### src/cs_pkg.sv
// Shared types, constants and helpers of the comb sorter.
// Used by every module of the block but cs_ram; depends on nothing.
package cs_pkg;

  // Fixed port field widths
  localparam int unsigned KEY_BITS      = 32;
  localparam int unsigned KEY_WIDE_BITS = 64;

  // Defaults of the top-level parameters
  localparam int unsigned DEF_MAX_KEYS  = 64;
  localparam int unsigned DEF_KEY_WIDTH = 32;

  // Gap shrink: floor(v*10/13) as (v * 6310) >> 13, exact for v*10 < 744
  localparam int unsigned SHRINK_IN_BITS   = 7;
  localparam int unsigned SHRINK_PROD_BITS = 20;
  localparam int unsigned SHRINK_SHIFT     = 13;
  localparam logic [SHRINK_PROD_BITS-1:0] SHRINK_MUL = 20'd6310;

  // Input item
  typedef struct packed {
    logic [KEY_BITS-1:0] key;
    logic                is_last;
  } key_in_t;

  // Result item
  typedef struct packed {
    logic [KEY_BITS-1:0] sorted_key;
    logic                end_of_set;
  } key_out_t;

  // Commands from the controller to the datapath
  typedef struct packed {
    logic load;
    logic sort_init;
    logic rd_pair;
    logic wr_first;
    logic wr_second;
    logic step;
    logic emit_rd;
    logic clear;
  } cs_cmd_t;

  // Status from the datapath to the controller
  typedef struct packed {
    logic single;
    logic pass_last;
    logic sort_done;
    logic do_swap;
    logic emit_last;
  } cs_status_t;

  // Next comb sort gap, floor(v*10/13)
  function automatic logic [SHRINK_IN_BITS-1:0] shrink(input logic [SHRINK_IN_BITS-1:0] v);
    logic [SHRINK_PROD_BITS-1:0] prod;
    prod = SHRINK_PROD_BITS'(v) * SHRINK_MUL;
    return prod[SHRINK_SHIFT +: SHRINK_IN_BITS];
  endfunction

endpackage

### src/comb_sorter_top.sv
// Comb sorter: collects keys (one per cycle while idle) until a key marked last, then
// sorts them ascending with comb sort (gap shrink 10/13) and emits them one per cycle.
// Each compare reads a pair, compares it and, on a swap, writes the two keys back one
// after the other, through the single store with two read ports and one write port.
// Results cannot be stalled. Reset clears count, gap and flags; store contents are
// undefined until loaded.
module comb_sorter_top #(
  parameter int unsigned MAX_KEYS  = cs_pkg::DEF_MAX_KEYS,
  parameter int unsigned KEY_WIDTH = cs_pkg::DEF_KEY_WIDTH
) (
  input  logic             clk_i,
  input  logic             rst_ni,
  input  logic             start,
  output logic             busy,
  input  cs_pkg::key_in_t  key_i,
  output cs_pkg::key_out_t res_o,
  output logic             res_strobe_o,
  input  logic             cfg_valid_i,
  output logic             cfg_ready_o,
  input  logic             cfg_data_i
);

  cs_pkg::cs_cmd_t    cmd;
  cs_pkg::cs_status_t status;

  // Config register always takes a transfer
  assign cfg_ready_o = 1'b1;

  cs_ctrl u_ctrl (
    .clk_i    (clk_i),
    .rst_ni   (rst_ni),
    .start    (start),
    .is_last_i(key_i.is_last),
    .status_i (status),
    .cmd_o    (cmd),
    .busy     (busy)
  );

  cs_datapath #(
    .MAX_KEYS (MAX_KEYS),
    .KEY_WIDTH(KEY_WIDTH)
  ) u_datapath (
    .clk_i       (clk_i),
    .rst_ni      (rst_ni),
    .cfg_we_i    (cfg_valid_i && cfg_ready_o),
    .cfg_data_i  (cfg_data_i),
    .key_i       (key_i.key),
    .cmd_i       (cmd),
    .status_o    (status),
    .res_o       (res_o),
    .res_strobe_o(res_strobe_o)
  );

endmodule

### src/cs_ram.sv
// Generic RAM: one write port, two read ports with registered, enabled read.
// Standalone; no package use.
module cs_ram #(
  parameter int unsigned WIDTH = 32,
  parameter int unsigned DEPTH = 64
) (
  input  logic                     clk_i,
  input  logic                     we_i,
  input  logic [$clog2(DEPTH)-1:0] waddr_i,
  input  logic [WIDTH-1:0]         wdata_i,
  input  logic                     re_a_i,
  input  logic [$clog2(DEPTH)-1:0] raddr_a_i,
  input  logic                     re_b_i,
  input  logic [$clog2(DEPTH)-1:0] raddr_b_i,
  output logic [WIDTH-1:0]         rdata_a_o,
  output logic [WIDTH-1:0]         rdata_b_o
);

  logic [WIDTH-1:0] mem_q [DEPTH];
  logic [WIDTH-1:0] rdata_a_q;
  logic [WIDTH-1:0] rdata_b_q;

  // Write port
  always_ff @(posedge clk_i) begin
    if (we_i) begin
      mem_q[waddr_i] <= wdata_i;
    end
  end

  // Read ports, hold data while not enabled
  always_ff @(posedge clk_i) begin
    if (re_a_i) begin
      rdata_a_q <= mem_q[raddr_a_i];
    end
    if (re_b_i) begin
      rdata_b_q <= mem_q[raddr_b_i];
    end
  end

  assign rdata_a_o = rdata_a_q;
  assign rdata_b_o = rdata_b_q;

endmodule

### src/cs_ctrl.sv
// Controller of the comb sorter: load, sort pass sequencing and emit.
// Depends on cs_pkg for command and status types.
module cs_ctrl (
  input  logic               clk_i,
  input  logic               rst_ni,
  input  logic               start,
  input  logic               is_last_i,
  input  cs_pkg::cs_status_t status_i,
  output cs_pkg::cs_cmd_t    cmd_o,
  output logic               busy
);

  localparam logic [2:0] S_IDLE  = 3'd0;
  localparam logic [2:0] S_START = 3'd1;
  localparam logic [2:0] S_RD    = 3'd2;
  localparam logic [2:0] S_CMP   = 3'd3;
  localparam logic [2:0] S_WR2   = 3'd4;
  localparam logic [2:0] S_EMIT  = 3'd5;
  localparam logic [2:0] S_DRAIN = 3'd6;

  logic [2:0] state_q;
  logic [2:0] state_d;

  // Next state and commands
  always_comb begin
    state_d = state_q;
    cmd_o   = '0;
    unique case (state_q)
      S_IDLE: begin
        if (start) begin
          cmd_o.load = 1'b1;
          if (is_last_i) begin
            state_d = S_START;
          end
        end
      end
      S_START: begin
        if (status_i.single) begin
          state_d = S_EMIT;
        end else begin
          cmd_o.sort_init = 1'b1;
          state_d         = S_RD;
        end
      end
      S_RD: begin
        cmd_o.rd_pair = 1'b1;
        state_d       = S_CMP;
      end
      S_CMP: begin
        if (status_i.do_swap) begin
          cmd_o.wr_first = 1'b1;
          state_d        = S_WR2;
        end else begin
          cmd_o.step = 1'b1;
          state_d    = (status_i.pass_last && status_i.sort_done) ? S_EMIT : S_RD;
        end
      end
      S_WR2: begin
        cmd_o.wr_second = 1'b1;
        cmd_o.step      = 1'b1;
        state_d         = (status_i.pass_last && status_i.sort_done) ? S_EMIT : S_RD;
      end
      S_EMIT: begin
        cmd_o.emit_rd = 1'b1;
        if (status_i.emit_last) begin
          state_d = S_DRAIN;
        end
      end
      S_DRAIN: begin
        cmd_o.clear = 1'b1;
        state_d     = S_IDLE;
      end
      default: begin
        state_d = S_IDLE;
      end
    endcase
  end

  // State register
  always_ff @(posedge clk_i or negedge rst_ni) begin
    if (!rst_ni) begin
      state_q <= S_IDLE;
    end else begin
      state_q <= state_d;
    end
  end

  assign busy = (state_q != S_IDLE);

endmodule

### src/cs_datapath.sv
// Datapath of the comb sorter: key store, count, gap, pass index, compare.
// Depends on cs_pkg and instantiates cs_ram.
module cs_datapath #(
  parameter int unsigned MAX_KEYS  = cs_pkg::DEF_MAX_KEYS,
  parameter int unsigned KEY_WIDTH = cs_pkg::DEF_KEY_WIDTH
) (
  input  logic                        clk_i,
  input  logic                        rst_ni,
  input  logic                        cfg_we_i,
  input  logic                        cfg_data_i,
  input  logic [cs_pkg::KEY_BITS-1:0] key_i,
  input  cs_pkg::cs_cmd_t             cmd_i,
  output cs_pkg::cs_status_t          status_o,
  output cs_pkg::key_out_t            res_o,
  output logic                        res_strobe_o
);

  localparam int unsigned AW = $clog2(MAX_KEYS);
  localparam int unsigned CW = $clog2(MAX_KEYS + 1);
  localparam int unsigned GW = AW;

  logic [CW-1:0] count_q, count_d;
  logic [GW-1:0] gap_q, gap_d;
  logic [AW-1:0] idx_q, idx_d;
  logic          swapped_q, swapped_d;
  logic          signed_q;
  logic          strobe_q;
  logic          last_q;

  logic                      full;
  logic [CW:0]               pass_end;
  logic [CW:0]               pos_b;
  logic [AW-1:0]             addr_b;
  logic                      we;
  logic [AW-1:0]             waddr;
  logic [KEY_WIDTH-1:0]      wdata;
  logic [KEY_WIDTH-1:0]      rd_a;
  logic [KEY_WIDTH-1:0]      rd_b;
  logic [KEY_WIDTH-1:0]      sign_mask;
  logic [cs_pkg::KEY_WIDE_BITS-1:0] key_wide;
  logic [cs_pkg::KEY_WIDE_BITS-1:0] out_wide;

  // Pass bookkeeping
  assign full     = (count_q == CW'(MAX_KEYS));
  assign pass_end = (CW+1)'(idx_q) + (CW+1)'(gap_q) + (CW+1)'(2);
  assign pos_b    = (CW+1)'(idx_q) + (CW+1)'(gap_q) + (CW+1)'(1);
  assign addr_b   = pos_b[AW-1:0];

  // Compare with the sign bit flipped for signed keys
  always_comb begin
    sign_mask            = '0;
    sign_mask[KEY_WIDTH-1] = signed_q;
  end

  assign status_o.single    = (count_q < CW'(2));
  assign status_o.pass_last = (pass_end >= (CW+1)'(count_q));
  assign status_o.sort_done = (gap_q == '0) && !swapped_q;
  assign status_o.do_swap   = ((rd_a ^ sign_mask) > (rd_b ^ sign_mask));
  assign status_o.emit_last = ((CW'(idx_q) + CW'(1)) == count_q);

  // Working registers next values
  always_comb begin
    count_d   = count_q;
    gap_d     = gap_q;
    idx_d     = idx_q;
    swapped_d = swapped_q;
    if (cmd_i.clear) begin
      count_d   = '0;
      gap_d     = '0;
      idx_d     = '0;
      swapped_d = 1'b0;
    end
    if (cmd_i.load && !full) begin
      count_d = count_q + CW'(1);
    end
    if (cmd_i.sort_init) begin
      gap_d     = GW'(cs_pkg::shrink(cs_pkg::SHRINK_IN_BITS'(count_q) -
                                     cs_pkg::SHRINK_IN_BITS'(1)));
      idx_d     = '0;
      swapped_d = 1'b0;
    end
    if (cmd_i.wr_first) begin
      swapped_d = 1'b1;
    end
    if (cmd_i.step) begin
      if (status_o.pass_last) begin
        idx_d     = '0;
        swapped_d = 1'b0;
        if (gap_q != '0) begin
          gap_d = GW'(cs_pkg::shrink(cs_pkg::SHRINK_IN_BITS'(gap_q)));
        end
      end else begin
        idx_d = idx_q + AW'(1);
      end
    end
    if (cmd_i.emit_rd) begin
      idx_d = idx_q + AW'(1);
    end
  end

  always_ff @(posedge clk_i or negedge rst_ni) begin
    if (!rst_ni) begin
      count_q   <= '0;
      gap_q     <= '0;
      idx_q     <= '0;
      swapped_q <= 1'b0;
      signed_q  <= 1'b0;
      strobe_q  <= 1'b0;
      last_q    <= 1'b0;
    end else begin
      count_q   <= count_d;
      gap_q     <= gap_d;
      idx_q     <= idx_d;
      swapped_q <= swapped_d;
      strobe_q  <= cmd_i.emit_rd;
      last_q    <= cmd_i.emit_rd && status_o.emit_last;
      if (cfg_we_i) begin
        signed_q <= cfg_data_i;
      end
    end
  end

  // Store write port: load, first or second half of a swap
  assign key_wide = cs_pkg::KEY_WIDE_BITS'(key_i);

  always_comb begin
    we    = 1'b0;
    waddr = count_q[AW-1:0];
    wdata = key_wide[KEY_WIDTH-1:0];
    if (cmd_i.load && !full) begin
      we = 1'b1;
    end else if (cmd_i.wr_first) begin
      we    = 1'b1;
      waddr = idx_q;
      wdata = rd_b;
    end else if (cmd_i.wr_second) begin
      we    = 1'b1;
      waddr = addr_b;
      wdata = rd_a;
    end
  end

  cs_ram #(
    .WIDTH(KEY_WIDTH),
    .DEPTH(MAX_KEYS)
  ) u_store (
    .clk_i    (clk_i),
    .we_i     (we),
    .waddr_i  (waddr),
    .wdata_i  (wdata),
    .re_a_i   (cmd_i.rd_pair || cmd_i.emit_rd),
    .raddr_a_i(idx_q),
    .re_b_i   (cmd_i.rd_pair),
    .raddr_b_i(addr_b),
    .rdata_a_o(rd_a),
    .rdata_b_o(rd_b)
  );

  // Result: store read data straight onto the ports
  assign out_wide         = cs_pkg::KEY_WIDE_BITS'(rd_a);
  assign res_o.sorted_key = out_wide[cs_pkg::KEY_BITS-1:0];
  assign res_o.end_of_set = last_q;
  assign res_strobe_o     = strobe_q;

endmodule

### config.mk
export PLATFORM = sky130hd
export DESIGN_NAME = comb_sorter_top
export DESIGN_NICKNAME = d
export VERILOG_FILES = /design/src/cs_pkg.sv /design/src/comb_sorter_top.sv /design/src/cs_ram.sv /design/src/cs_ctrl.sv /design/src/cs_datapath.sv
export SDC_FILE = /design/constraint.sdc
export NUM_CORES = 2
export LEC_CHECK = 0
export BUFFER_PORTS_ARGS = -buffer_cell sky130_fd_sc_hd__buf_2
export CORE_MARGIN = 8
export CORE_UTILIZATION = 30
export CTS_CLUSTER_SIZE = 10
export DETAILED_ROUTE_END_ITERATION = 12
export PLACE_DENSITY = 0.52
export SYNTH_ARGS = -nofsm -noshare
export SYNTH_HDL_FRONTEND = slang
export SYNTH_SLANG_ARGS = --single-unit
### constraint.sdc
create_clock -name clk_i -period 8.2 [get_ports clk_i]
set_input_delay 0.82 -clock clk_i [delete_from_list [all_inputs] [get_ports clk_i]]
set_output_delay 0.82 -clock clk_i [all_outputs]
set_load 0.02 [all_outputs]
; ---- Word-level counts from Yosys, hierarchy flattened
; Memory sizes are Yosys's and may differ from the RTL's. A register that Yosys moved wholly into a read port is not among the register bits.
; Index checks and enable logic that the tools add are counted.
[word_totals]
output_inout_bits = 36
inputBits = 38
mem_bits_rw = 2048
ff_bits = 26
mem_count = 1
[classes]
mul = 2
n_reduce_logical = 14
eq_ne = 11
muxes = 47
addsub = 7
n_bitwise = 2
n_lt_le_gt_ge = 3
[mem_list]
columns = memory, words, width, rd, rd_clocked_by_memory_dff, write_ports, line
row1 = u_datapath.u_store.mem_q, 64, 32, 2, 2, 1, cs_ram.sv:19  ; logic [WIDTH-1:0] mem_q [DEPTH];
[op_table]
columns = op, count
row1 = two-way mux 32 bit, 3
row2 = two-way mux 6 bit, 13
row3 = XOR 32 bit, 2
row4 = greater-than comparator 32 bit, 1
row5 = two-way mux 1 bit, 21
row6 = multiplier 6 x 12 -> 18 bit (second input constant), 1
row7 = multiplier 7 x 12 -> 18 bit (second input constant), 1
row8 = two-way mux 3 bit, 6
row9 = one-hot mux 3 bit (6 select lines), 1
row10 = two-way mux 7 bit, 2
row11 = adder 6 x 1 -> 6 bit (second input constant), 2
row12 = equality test 3 bit (second input constant), 3
row13 = adder 7 x 2 -> 8 bit (second input constant), 1
row14 = >= comparator 8 x 7 -> 1 bit, 1
row15 = adder 6 x 1 -> 7 bit (second input constant), 1
row16 = adder 6 x 6 -> 7 bit, 1
row17 = adder 7 x 1 -> 7 bit (second input constant), 1
row18 = equality test 7 bit, 1
row19 = equality test 7 bit (second input constant), 1
row20 = less-than comparator 7 x 2 -> 1 bit (second input constant), 1
row21 = subtractor 7 x 1 -> 7 bit (second input constant), 1
row22 = equality test 3 x 2 -> 1 bit (second input constant), 2
row23 = zero test 6 bit, 1
row24 = nonzero test 6 bit, 1
row25 = other kinds (12), 17

; ---- Longest topological paths before layout
[depth]
depth_word = 8
depth_mapped = 22
ltp_nobuf = 21

; ---- Modules after synthesis
; A second synthesis with hierarchy kept.
[hier_totals]
cells_unflattened = 5159
area_unflattened_um2 = 102213.0
[by_module_without_submodules]
columns = mod, area_per_inst_um2, seq_area_each_um2, cells_per_inst, instances
row1 = cs_ram, 96301.1, 63420.8, 4412, 1
row2 = cs_datapath, 5589.1, 575.6, 706, 1
row3 = cs_ctrl, 311.5, 75.1, 39, 1
row4 = comb_sorter_top, 11.3, 0.0, 2, 1

; ---- Worst setup path after synthesis
; Ideal clock, no wire load.
[synth_timing]
path_type = reg2reg
startpoint = register u_datapath.gap_q[0]
endpoint = memory u_datapath.u_store.mem_q[34][0] (enable)
path_stages_with_launch = 11
synth_period_minus_slack_ps = 5800
required_time_ps = 7739
n_path_buf = 4
t_arrival_ps = 5339
slack_ps = 2400
cell_sequence = dfrtp_1 -> ha_1 -> fa_1 -> ha_1 -> buf_2 -> buf_2 -> clkbuf_1 -> clkbuf_1 -> nand2b_1 -> o221ai_1 -> nor3_1
[synth_between]
elab_chain_cells = 5
[synth_lines]
columns = element, line
row1 = start: declaration, cs_datapath.sv:23  ; logic [GW-1:0] gap_q, gap_d;
row2 = start signal: assignment, cs_datapath.sv:112  ; gap_q <= gap_d;
row3 = adder 6 x 6 -> 7 bit, --
row4 = adder 6 x 1 -> 6 bit, cs_datapath.sv:46  ; assign pos_b = (CW+1)'(idx_q) + (CW+1)'(gap_q) + (CW+1)'(1);
row5 = two-way mux 6 bit, cs_datapath.sv:136  ; end else if (cmd_i.wr_second) begin
row6 = two-way mux 6 bit, cs_datapath.sv:132  ; end else if (cmd_i.wr_first) begin
row7 = two-way mux 6 bit, cs_datapath.sv:130  ; if (cmd_i.load && !full) begin
row8 = end: declaration, cs_ram.sv:19
; No other way between the ends.

; ---- Worst setup path in the final report
[layout_timing]
startpoint = register u_datapath.idx_q[0]
endpoint = memory u_datapath.u_store.mem_q[24][23] (enable)
[layout_between]
elab_chain_cells = 5
[layout_lines]
columns = element, line
row1 = start: declaration, cs_datapath.sv:24  ; logic [AW-1:0] idx_q, idx_d;
row2 = start signal: assignment, cs_datapath.sv:113  ; idx_q <= idx_d;
row3 = adder 6 x 6 -> 7 bit, --
row4 = adder 6 x 1 -> 6 bit, cs_datapath.sv:46
row5 = two-way mux 6 bit, cs_datapath.sv:136
row6 = two-way mux 6 bit *, cs_datapath.sv:132
row7 = two-way mux 6 bit *, cs_datapath.sv:130
; Mark *: on every way between the ends. The rest lies on a longest branch, timed or not.

==> reports/results.ini <==
[global_route]
grt_usage = 0.192
grt_first_pass_wirelength_um = 490000
grt_pass1_vias = 59400
grt_max_degree = 139
antenna_found_initial = 20
gr-total-overflow = 0

[cells_and_area]
drive_above_1_share = 0.347
nets = 5556
multi_input_area_um2 = 36600
area_growth_pct = 14.2
regArea_um2 = 64100
nFillCells = 31500

[detailed_routing]
first_pass_iters = 6
route.vias.total = 58700
drt-initial-drc-count = 7994
wl_um = 353000
drc = 0
post_drt_wl_per_cell_um = 35.3
drtAntennaViolNets = 0
via_per_inst = 5.87

[timing]
fin_worst_skew_ps = 65.7
tightest_slew_ps = 1400
relSlewSlack = 0.0645
drv_slew = 0
setup_viol = 0
fin_hold_ws_ps = 60.0
hold_violations = 0
grt_setup_unrepaired = no
finalCritPeriodShare = 0.802
tns_ps = 0
min_period_ps = 6570
fmax_mhz = 152

[synth]
ys_top_cells_by_count = edfxtp_1, mux4_2, nand2_1
synth_nets = 5405
ys.flop_type = edfxtp_1
synth_top_area_frac = 0.623
synth.ff_latch_count = 2138
synthMostInstantiatedCell = edfxtp_1
postSynthAreaPerCell_um2 = 19.5
synth_area_um2 = 102000
synth_cell_types = 78
yosysSeqAreaShare = 0.629
synth_warnings = 0
synth_edf_count = 2112
async_flop_share = 0.0122
yosys.area.top_type = edfxtp_1
ys_top_cells_by_area = edfxtp_1, mux4_2, ha_1, nand2_1, nand3_1
syn_inst = 5227

[power_and_ir_drop]
peakVddDrop_uv = 173
powerDensity_nw_per_um2 = 196
power.leakage_nw = 35.0

[critical_path]
cp_data_required_time_ps = 8730
path_cells = ha_4 > fa_1 > xnor2_1 > inv_1 > ha_1 > and2_1 > o21ai_0 > nor4_2 > xor2_4 > o211ai_1 > a21o_1 > nand3_1 > nor2_4 > buf_4
critPathSlowestCell = nor2_4
critical_path_class = flop to flop
start_kind = flop
max_stage_delay_ps = 1200
end_kind = flop
worstPathArrival_ps = 7100
crit_buf_inv = 2
path_delay_family = simple AND/OR/NAND/NOR gates
crit_fanout = 25

[hold_path]
hp-class = input port to asynchronous set/reset pin

[floorplan]
die_x_um = 599
core_um2 = 339000
die_h_um = 599
initial_core_util = 0.301
die_area_um2 = 358000
io_pins = 74
rows = 214

[cts]
clk_pin_slew_worst_paths_ps = 60
cts_hold_buf = 0
cts.sinks = 2138
postCtsSetupBuffers = 0
postCtsResizedCells = 0
htree_levels = 5
cts_root_buf = clkbuf_16
clk_latency_ps = 860
cts_buffers = 266
cts_tree = yes
cts_buffer_depth = 4

[place]
routabilityCongestion = 0.822
io_buffers = 72
dp_hpwl_um = 208000

[status]
status = complete, no violations

[flow_run]
drv_cap = 0

## where the power goes
part | internal [mW] | switching [mW] | leakage (nW) | total, mW
Combinational | 0.0232 | 0.198 | 12.0 | 0.221
Sequential | 12.0 | 0.000513 | 19.4 | 12.0
Clock | 6.12 | 4.45 | 3.61 | 10.6
## worst register-to-register path: stages, from the launching register on
cell and delay (ps):
dfrtp_4 710, ha_4 310, fa_1 400, xnor2_1 240, inv_1 160, ha_1 230, and2_1 310, o21ai_0 160
nor4_2 540, xor2_4 170, o211ai_1 630, a21o_1 180, nand3_1 670, nor2_4 1210, buf_4 350
## logic make-up after synthesis
logic type / Yosys count / share of synthesized area
adder cells (fa/ha/maj): 140 / 0.0181
buffers and inverters: 475 / 0.0178
multiplexers: 1287 / 0.272
AO/OA/AOI/OAI: 280 / 0.0211
AND/OR/NAND/NOR: 863 / 0.0379
flip-flops: 2138 / 0.629
other: 1 / 0.0000368
XOR/XNOR: 43 / 0.00370
## through the flow
step                      area [um^2]   util  instances  power, mW  setup WS (ps)
after floorplan                102000      -       5227       12.3           2400
final                          116000  0.343      10000       22.8           1630
after CTS                      116000  0.343      10000       23.0           1670
after global routing           116000  0.343      10000       23.3           1410
after detailed placement       109000  0.321       9646       12.5           1690
after global placement         109000  0.321       9646       12.4           1780
## cell type report
cell class	count	area share
sequential	2138	0.551
inverter	87	0.00281
clock buffer	316	0.0607
tap	4536	0.0488
antenna	3	0.0000646
clock inverter	40	0.00293
multi-input combinational	2614	0.314
timing repair buffer	271	0.0192
## routing by layer
metal  track usage  wire, um  vias to the layer above
met2         0.310    168000                     3139
met1         0.261    142000                    32500
met5             0        55                        -
met3        0.0393     30600                      533
li1              -         -                    22600
met4        0.0623     12700                       10
## sequential cells by signal, indices dropped and copies added, names as in the netlist
register                      flops
u_datapath.swapped_q              1
u_datapath.count_q                7
u_datapath.u_store.rdata_a_o     32
u_ctrl.state_q                    3
u_datapath.gap_q                  6
u_datapath.idx_q                  6
u_datapath.signed_q               1
u_datapath.u_store.rdata_b_o     32
u_datapath.u_store.mem_q       2048
u_datapath.res_strobe_o           1
u_datapath.last_q                 1
## path summary, 6_finish.rpt
| check | startpoint | endpoint | slack (ps) | cells after the start |
|---|---|---|---|---|
| worst max-delay path | u_datapath.idx_q[0] | u_datapath.u_store.mem_q[24][23] | 1630 | 14 |
| worst min-delay path | rst_ni | u_datapath.gap_q[3] | 60 | 1 |
| worst max register to register | u_datapath.idx_q[0] | u_datapath.u_store.mem_q[24][23] | 1630 | 14 |
| worst min register to register | u_datapath.signed_q | u_datapath.signed_q | 580 | 1 |
| max in group asynchronous | rst_ni | u_datapath.idx_q[4] | 7520 | 1 |
| min in group clk_i | cfg_data_i | u_datapath.signed_q | 420 | 2 |
## cell usage in the layout, fill, tap and decap left out, drive strengths merged, types with 24 or more instances in the layout
master	instances
o21ai	33
and3	41
a311oi	35
buf	271
xnor2	27
clkinv	29
a221o	32
nor2	112
a31oi	41
ha	128
edfxtp	2112
inv	94
dfrtp	26
nand3	221
a21oi	24
a211oi	46
nand2	420
mux4	1184
mux2i	101
clkbuf	316
Power figures use the tool's default switching activity.
